File: config.mk
export PLATFORM = sky130hd
export DESIGN_NAME = mbva_out_stage
export DESIGN_NICKNAME = d
export VERILOG_FILES = /design/src/mbva_pkg.sv /design/src/mbva_out_stage.sv
export SDC_FILE = /design/constraint.sdc
export NUM_CORES = 1
export LEC_CHECK = 0
export ABC_CLOCK_PERIOD_IN_PS = 4700
export BUFFER_PORTS_ARGS = -buffer_cell sky130_fd_sc_hd__buf_4
export CORE_AREA = 10 10 173 175
export CTS_CLUSTER_DIAMETER = 50
export DETAILED_ROUTE_END_ITERATION = 7
export DIE_AREA = 0 0 183 185
export PLACE_DENSITY = 0.71
export SLEW_MARGIN = 0
export SYNTH_ARGS = -nofsm -noshare
export SYNTH_HDL_FRONTEND = slang
export SYNTH_SLANG_ARGS = --single-unit
File: constraint.sdc
create_clock -name clk -period 4.7 [get_ports clk]
set_input_delay 0.94 -clock clk [delete_from_list [all_inputs] [get_ports clk]]
set_output_delay 0.94 -clock clk [all_outputs]
set_load 0.01 [all_outputs]
File: src/mbva_pkg.sv
// Package for the masked bitvector ALU: field widths, opcodes, stage control type.
// No dependencies.
`default_nettype none

package mbva_pkg;

  // Field widths of the channels
  localparam int OPCODE_W = 5;
  localparam int BW_W     = 7;
  localparam int AMT_W    = 7;
  localparam int XW       = 64;

  // Default datapath width
  localparam int DATA_WIDTH_DEF = 64;

  // Opcodes
  localparam logic [OPCODE_W-1:0] OP_ADD       = 5'd0;
  localparam logic [OPCODE_W-1:0] OP_SUB       = 5'd1;
  localparam logic [OPCODE_W-1:0] OP_MUL       = 5'd2;
  localparam logic [OPCODE_W-1:0] OP_AND       = 5'd3;
  localparam logic [OPCODE_W-1:0] OP_OR        = 5'd4;
  localparam logic [OPCODE_W-1:0] OP_XOR       = 5'd5;
  localparam logic [OPCODE_W-1:0] OP_NOT       = 5'd6;
  localparam logic [OPCODE_W-1:0] OP_LSL       = 5'd7;
  localparam logic [OPCODE_W-1:0] OP_LSR       = 5'd8;
  localparam logic [OPCODE_W-1:0] OP_ASR       = 5'd9;
  localparam logic [OPCODE_W-1:0] OP_EQ        = 5'd10;
  localparam logic [OPCODE_W-1:0] OP_NE        = 5'd11;
  localparam logic [OPCODE_W-1:0] OP_APPEND    = 5'd12;
  localparam logic [OPCODE_W-1:0] OP_REPLICATE = 5'd13;
  localparam logic [OPCODE_W-1:0] OP_SEXT      = 5'd14;
  localparam logic [OPCODE_W-1:0] OP_PASS      = 5'd15;
  localparam logic [OPCODE_W-1:0] OP_TOSIGNED  = 5'd16;
  localparam logic [OPCODE_W-1:0] OP_INTMASK   = 5'd17;
  localparam logic [OPCODE_W-1:0] OP_ONES      = 5'd18;
  localparam logic [OPCODE_W-1:0] OP_ZEROS     = 5'd19;

  // Control carried from the operate stage to the output stage
  typedef struct packed {
    logic [OPCODE_W-1:0] opcode;
    logic                compare_flag;
    logic                hi_fill;
  } ctl_t;

endpackage

`default_nettype wire

File: src/mbva_out_stage.sv
// Output stage of the masked bitvector ALU: sums the partial products, finishes
// replicate, selects the result and holds it in the output register. Uses mbva_pkg.
`default_nettype none

module mbva_out_stage #(
  parameter int DATA_WIDTH = mbva_pkg::DATA_WIDTH_DEF,
  localparam int WW = $clog2(DATA_WIDTH + 1),
  localparam int HI = DATA_WIDTH / 2,
  localparam int LO = DATA_WIDTH - HI
) (
  input  wire logic                    clk,
  input  wire logic                    rst_n,
  input  wire logic                    up_valid,
  output logic                         up_ready,
  input  wire mbva_pkg::ctl_t          up_ctl,
  input  wire logic [DATA_WIDTH-1:0]   up_part,
  input  wire logic [2*LO-1:0]         up_pp_ll,
  input  wire logic [HI-1:0]           up_pp_hl,
  input  wire logic [HI-1:0]           up_pp_lh,
  input  wire logic [DATA_WIDTH-1:0]   up_mask,
  input  wire logic [DATA_WIDTH-1:0]   up_rep_pat,
  input  wire logic [DATA_WIDTH-1:0]   up_rep_mask,
  input  wire logic [WW-1:0]           up_width,
  output logic                         out_valid,
  input  wire logic                    out_ready,
  output logic [mbva_pkg::XW-1:0]      out_result,
  output logic                         out_compare_flag
);

  // Bits of the 64-bit result above the word, set for a negative tosigned
  localparam logic [mbva_pkg::XW-1:0] UPPER = ~mbva_pkg::XW'({DATA_WIDTH{1'b1}});

  logic                      valid_r;
  logic                      valid_nxt;
  logic                      load;
  logic [DATA_WIDTH-1:0]     prod;
  logic [DATA_WIDTH-1:0]     rp4;
  logic [DATA_WIDTH-1:0]     rp5;
  logic [DATA_WIDTH-1:0]     rp6;
  logic [DATA_WIDTH-1:0]     sel;
  logic [mbva_pkg::XW-1:0]   result_nxt;
  logic [mbva_pkg::XW-1:0]   result_r;
  logic                      flag_r;

  // Low word of the product: low partial plus the shifted cross terms
  assign prod = DATA_WIDTH'(up_pp_ll)
              + ((DATA_WIDTH'(up_pp_hl) + DATA_WIDTH'(up_pp_lh)) << LO);

  // Replicate: three more doublings (8w, 16w, 32w)
  assign rp4 = up_rep_pat | (up_rep_pat << {up_width, 3'b000});
  assign rp5 = rp4 | (rp4 << {up_width, 4'b0000});
  assign rp6 = rp5 | (rp5 << {up_width, 5'b00000});

  always_comb begin
    case (up_ctl.opcode)
      mbva_pkg::OP_MUL:       sel = prod & up_mask;
      mbva_pkg::OP_REPLICATE: sel = rp6 & up_rep_mask;
      default:                sel = up_part;
    endcase
  end

  assign result_nxt = mbva_pkg::XW'(sel) | (up_ctl.hi_fill ? UPPER : '0);

  // Output register: drop the beat once the receiver takes it
  assign up_ready  = !valid_r || out_ready;
  assign load      = up_valid && up_ready;
  assign valid_nxt = load ? 1'b1 : (out_ready ? 1'b0 : valid_r);

  always_ff @(posedge clk) begin
    if (!rst_n) begin
      valid_r <= 1'b0;
    end else begin
      valid_r <= valid_nxt;
    end
  end

  always_ff @(posedge clk) begin
    if (load) begin
      result_r <= result_nxt;
      flag_r   <= up_ctl.compare_flag;
    end
  end

  assign out_valid        = valid_r;
  assign out_result       = result_r;
  assign out_compare_flag = flag_r;

endmodule

`default_nettype wire

### Word-level counts from Yosys, hierarchy flattened

Index checks and enable logic that the tools add are counted.

* $add $sub $neg: 2
* equal/unequal tests: 2
* shifts and indexed selects: 3
* mux-type cells: 3
* bitwise logic cells: 5
* reductions and logical operators: 4

Operator list (number)
* 64-bit bitwise OR: 3
* 64-bit AND: 2
* 64-bit case mux with 2 select lines: 1
* 64-bit adder: 1
* 64-bit by 10-bit << shifter with 64-bit output: 1
* 64-bit by 11-bit << shifter with 64-bit output: 1
* 64-bit by 12-bit << shifter with 64-bit output: 1
* 32-bit adder: 1
* 5-bit by 2-bit == test with 1-bit output (second input constant): 1
* 5-bit by 4-bit == test with 1-bit output (second input constant): 1
* 1-bit two-way mux: 2
* 2-bit nonzero test: 1
* 1-bit logical AND: 1
* 1-bit zero test: 1
* 1-bit logical OR: 1

* register bits: 66
* bits of input ports: 402
* output and inout port bits: 67
* logic and storage cells: 22

### Longest topological paths before layout

* depth in word-level cells: 8
* mapped depth: 23
* gate-level depth less buffers: 22

### Least setup slack after synthesis

No wires, ideal clock.

* path type: input to register
* from: input port up_pp_hl[0]
* to: register result_r, in the netlist out_result[61] (data pin)
* setup time: 0.261 ns
* arrival: 4.599 ns
* required time: 4.439 ns
* setup slack: -0.160 ns
* cell stages on the path: 23
* buffers on the path: 1
* path through: ha_1 -> inv_1 -> fa_1 -> nor2b_1 -> o21ai_1 -> a21boi_1 -> o21ai_1 -> o21ai_2 -> a21o_1 -> a21o_1 -> a21oi_1 -> xnor2_1 -> ha_1 -> clkbuf_1 -> o21a_1 -> o211ai_1 -> or4_1 -> o31ai_1 -> nor2_1 -> a21oi_1 -> xor2_1 -> nand3_1 -> nand3_1

* word-level cells in the longest chain between the ends: 4

RTL lines
* from (decl): line mbva_out_stage.sv:18 `input wire logic [HI-1:0] up_pp_hl,`
* 32-bit adder: line mbva_out_stage.sv:47 `+ ((DATA_WIDTH'(up_pp_hl) + DATA_WIDTH'(up_pp_lh)) << LO);`
* 64-bit adder: line mbva_out_stage.sv:47
* 64-bit AND: line mbva_out_stage.sv:56 `mbva_pkg::OP_MUL: sel = prod & up_mask;`
* 64-bit case mux with 2 select lines: line mbva_out_stage.sv:55 `case (up_ctl.opcode)`
* via result_nxt (one bit): line mbva_out_stage.sv:41 `logic [mbva_pkg::XW-1:0] result_nxt;`
* to (signal assigned): line mbva_out_stage.sv:79 `result_r <= result_nxt;`
* to (decl): line mbva_out_stage.sv:42 `logic [mbva_pkg::XW-1:0] result_r;`

The timed path passes the listed nets, and every way through them passes these cells.
A chain may end at the register's enable or synchronous reset.

### Final worst setup path

* from: input port up_pp_lh[0]
* to: register result_r, in the netlist out_result[59] (data pin)

* word-level cells in the longest chain between the ends: 4

RTL lines
* from (decl): line mbva_out_stage.sv:19 `input wire logic [HI-1:0] up_pp_lh,`
* 32-bit adder: line mbva_out_stage.sv:47
* 64-bit adder: line mbva_out_stage.sv:47
* 64-bit AND: line mbva_out_stage.sv:56
* 64-bit case mux with 2 select lines: line mbva_out_stage.sv:55
* via result_nxt (one bit): line mbva_out_stage.sv:41

The timed path passes the listed nets, and every way through them passes these cells.

==> run_results.csv <==
group,metric,value,unit
run,max_cap_viol_count,0,
timing,skew,0.00720,ns
timing,fin_crit,4.69,ns
layout,area_growth,61.8,%
synth,avgSynthCellArea,7.91,um2
cts,cts_tree,"built",
global_route,grt_pass1_vias,12300,
setup_path,crit_required,4.80,ns
layout,fin_cells,2105,
global_route,grt_max_degree,68,
detailed_routing,drt_wl_total,51900,um
synth,synth.most_common_cell,"nand2_1",
pwr,p_leak,0.00696,uW
floorplan,core_area,0.0266,mm2
pwr,clock_power_share,22.1,%
setup_path,r2r_slack,3.00,ns
layout,postLayoutCellArea,0.0150,mm2
pwr,p_sw,1350,uW
synth,syn_area,0.00926,mm2
cts,clk_pin_slew,0.07,ns
layout,fin_nets,2227,
global_route,grtUsageTotal,28.5,%
setup_path,start_kind,"input port",
pwr,p_seq_share,19.9,%
cts,cts_made_buffers,9,
synth,async_flop_share,0,%
cts,clk_latency,0.35,ns
detailed_routing,vias,12200,
detailed_routing,dr.first_iter.drc_count,788,
detailed_routing,ant_nets,0,
setup_path,rr_worst_depth,2,
floorplan,dieHeight,185,um
synth,synthTopCellsByCount,"123 x nand2_1, 117 x a21oi_1, 77 x nor2_1",
setup_path,setup.worst_path.class,"input port to flop",
setup_path,crit_path_start,"up_pp_lh[0]",
setup_path,end_kind,"flop",
placed_design,hpwl,42400,um
synth,synth_edf_count,65,
cts,cts_buffer_depth,2,
placed_design,placed_area,0.0142,mm2
timing,whs,0.579,ns
synth,synthDistinctLibCells,74,
setup_path,cp_data_arrival_time,4.79,ns
outcome,status,"completed",
floorplan,initial_utilization,34.8,%
timing,tightestPinTransition,1.02,ns
layout,post_route_cells_drive_above_1_share,42.6,%
pwr,combPwrFrac,58.0,%
detailed_routing,dr.pass1.iters,5,
placed_design,place.gp.congestion,1.02,
placed_design,port_buffers,467,
cts,htree_levels,3,
detailed_routing,avgRoutedWirePerCell,24.7,um
placed_design,dp_cells,2072,
timing,max_slew_margin,30.2,%
floorplan,die_w,183,um
floorplan,dieArea,0.0339,mm2
setup_path,reg2reg_to,"out_result[35]",
setup_path,crit_end,"out_result[59]",
timing,hold_viol,0,
min_path,hp-class,"flop to flop",
floorplan,fp-row-count,60,
floorplan,ios,469,
timing,rsz0062_at_grt,"true",
synth,synth_cells,1170,
synth,syn-num-nets,1641,
global_route,antenna_found_initial,3,
pwr,power,3560,uW
synth,ys.flop_type,"edfxtp_1",
global_route,grt_pass1_wl,73800,um
synth,ys_seq_area_share,21.3,%
synth,synth_area_leaders,"edfxtp_1 21%, ha_1 9.1%, a21oi_1 6.3%, a32oi_1 5.0%, nand2_1 5.0%",
synth,synth_top_area_share,21.1,%
cts,root_buffer,"clkbuf_16",
pwr,ir_worst_vdd,0.000205,V
timing,slew_violations,0,
cts,clock-sinks,66,
setup_path,r2r-start,"out_valid",
timing,max_freq,213,MHz
pwr,powerDensity,237,mW/mm2
timing,setup_viol,0,
timing,finalCritPeriodShare,99.8,%
pwr,switching_share,37.9,%
synth,synth_top_area_cell,"edfxtp_1",
setup_path,crit_path_max_fanout,4,
synth,ys.warnings.count,0,
detailed_routing,drcViolationCount,0,
synth,ys_ff_latch,66,
pwr,internal_power,2210,uW
global_route,grt_overflow,0,
detailed_routing,drt-vias-per-instance,5.80,
==> state kept, by name, summed over array words and instances (netlist names) <==
| name | count |
|---|---|
| out_compare_flag | 1 |
| out_result | 64 |
| out_valid | 1 |
==> placed cells by master (no fill, tap or decap), types with 14 or more instances in the layout <==
cell type and count:
a21o_1 52, a21oi_1 103, a22oi_1 18, a31oi_1 14, a32oi_1 53, buf_4 629
edfxtp_1 65, ha_1 57, inv_1 16, mux2_2 19, mux2i_1 45, nand2_1 120
nand2b_1 17, nand3_1 54, nor2_1 72, nor2b_1 14, nor3_1 20, o21ai_0 66
o21ai_1 24, xnor2_1 32, xor2_1 23
==> critical path: stages <==
cell       delay [ns]
buf_6            0.08
ha_4             0.13
inv_2            0.04
fa_2             0.38
nor2b_2          0.14
o21ai_2          0.08
a21boi_2         0.25
o21ai_4          0.10
o21ai_4          0.23
a21o_1           0.16
a21o_1           0.12
a21oi_2          0.07
xnor2_2          0.14
ha_1             0.33
buf_6            0.13
a2111oi_4        0.47
nand2_1          0.13
o21ai_2          0.22
a21oi_2          0.09
a211oi_2         0.22
xor2_1           0.25
o21ai_1          0.09
==> kinds of logic after synthesis <==
| logic type | count (synthesis) | share of synthesized area (%) |
|---|---|---|
| AOI/OAI and AO/OA | 463 | 33.5 |
| xor gates and xnor gates | 56 | 5.30 |
| adders and majority gates | 69 | 9.49 |
| buffers and inverters | 85 | 3.81 |
| DFF | 66 | 21.3 |
| muxes | 71 | 8.39 |
| and+or+nand+nor | 360 | 18.2 |
==> layer usage <==
metal | wire length, um | share of wire [%] | vias up | track usage [%]
met5 | 0 | 0 | - | 0
met4 | 1990 | 3.8 | 0 | 11.4
met3 | 4310 | 8.3 | 99 | 6.70
met2 | 26200 | 51 | 690 | 51.0
met1 | 19400 | 37 | 5718 | 31.9
li1 | - | - | 5709 | -
==> repair_timing <==
item	in CTS	in global routing
setup buffers	4	13
pin swaps	11	68
resized for setup	9	66
hold buffers	0	0
endpoints found under the setup margin	5	15
==> power groups by stage <==
stage / registers [uW] / logic, uW / clock network [uW]
final: 709 / 2060 / 785
after global placement: 720 / 1890 / 0
after global routing: 712 / 2220 / 820
after CTS: 709 / 1940 / 797
after floorplan: 742 / 945 / 0
after detailed placement: 721 / 1910 / 0
==> cell type report <==
cell class / instances / area, um2
clock inverter: 7 / 98.8
multi-input combinational: 1019 / 7300
timing repair buffer: 642 / 4880
fill: 2480 / 11600
sequential: 66 / 1970
antenna: 3 / 7.51
clock buffer: 9 / 225
tap: 341 / 427
inverter: 18 / 67.6
==> how the worst min path moves through the flow <==
stage / from / end / slack [ns] / cells after the start
2_1_floorplan: out_valid / out_valid / 0.61 / 2
3_3_place_gp: out_valid / out_valid / 0.54 / 2
3_5_place_dp: out_valid / out_valid / 0.57 / 2
4_1_cts: out_valid / out_valid / 0.58 / 2
5_1_grt: out_valid / out_valid / 0.62 / 2
6_report: out_valid / out_valid / 0.58 / 2
==> stage by stage <==
stage                     setup TNS (ns)  worst slack (ns)  util [%]
after global routing              -0.692            -0.153      56.3
after global placement             -3.75            -0.498      53.3
final                                  0            0.0102      56.3
after floorplan                 -0.00494          -0.00494         -
after CTS                       -0.00961          -0.00961      54.8
after detailed placement           -4.94            -0.654      53.3
Note: power is estimated with default switching activity, not from simulation.
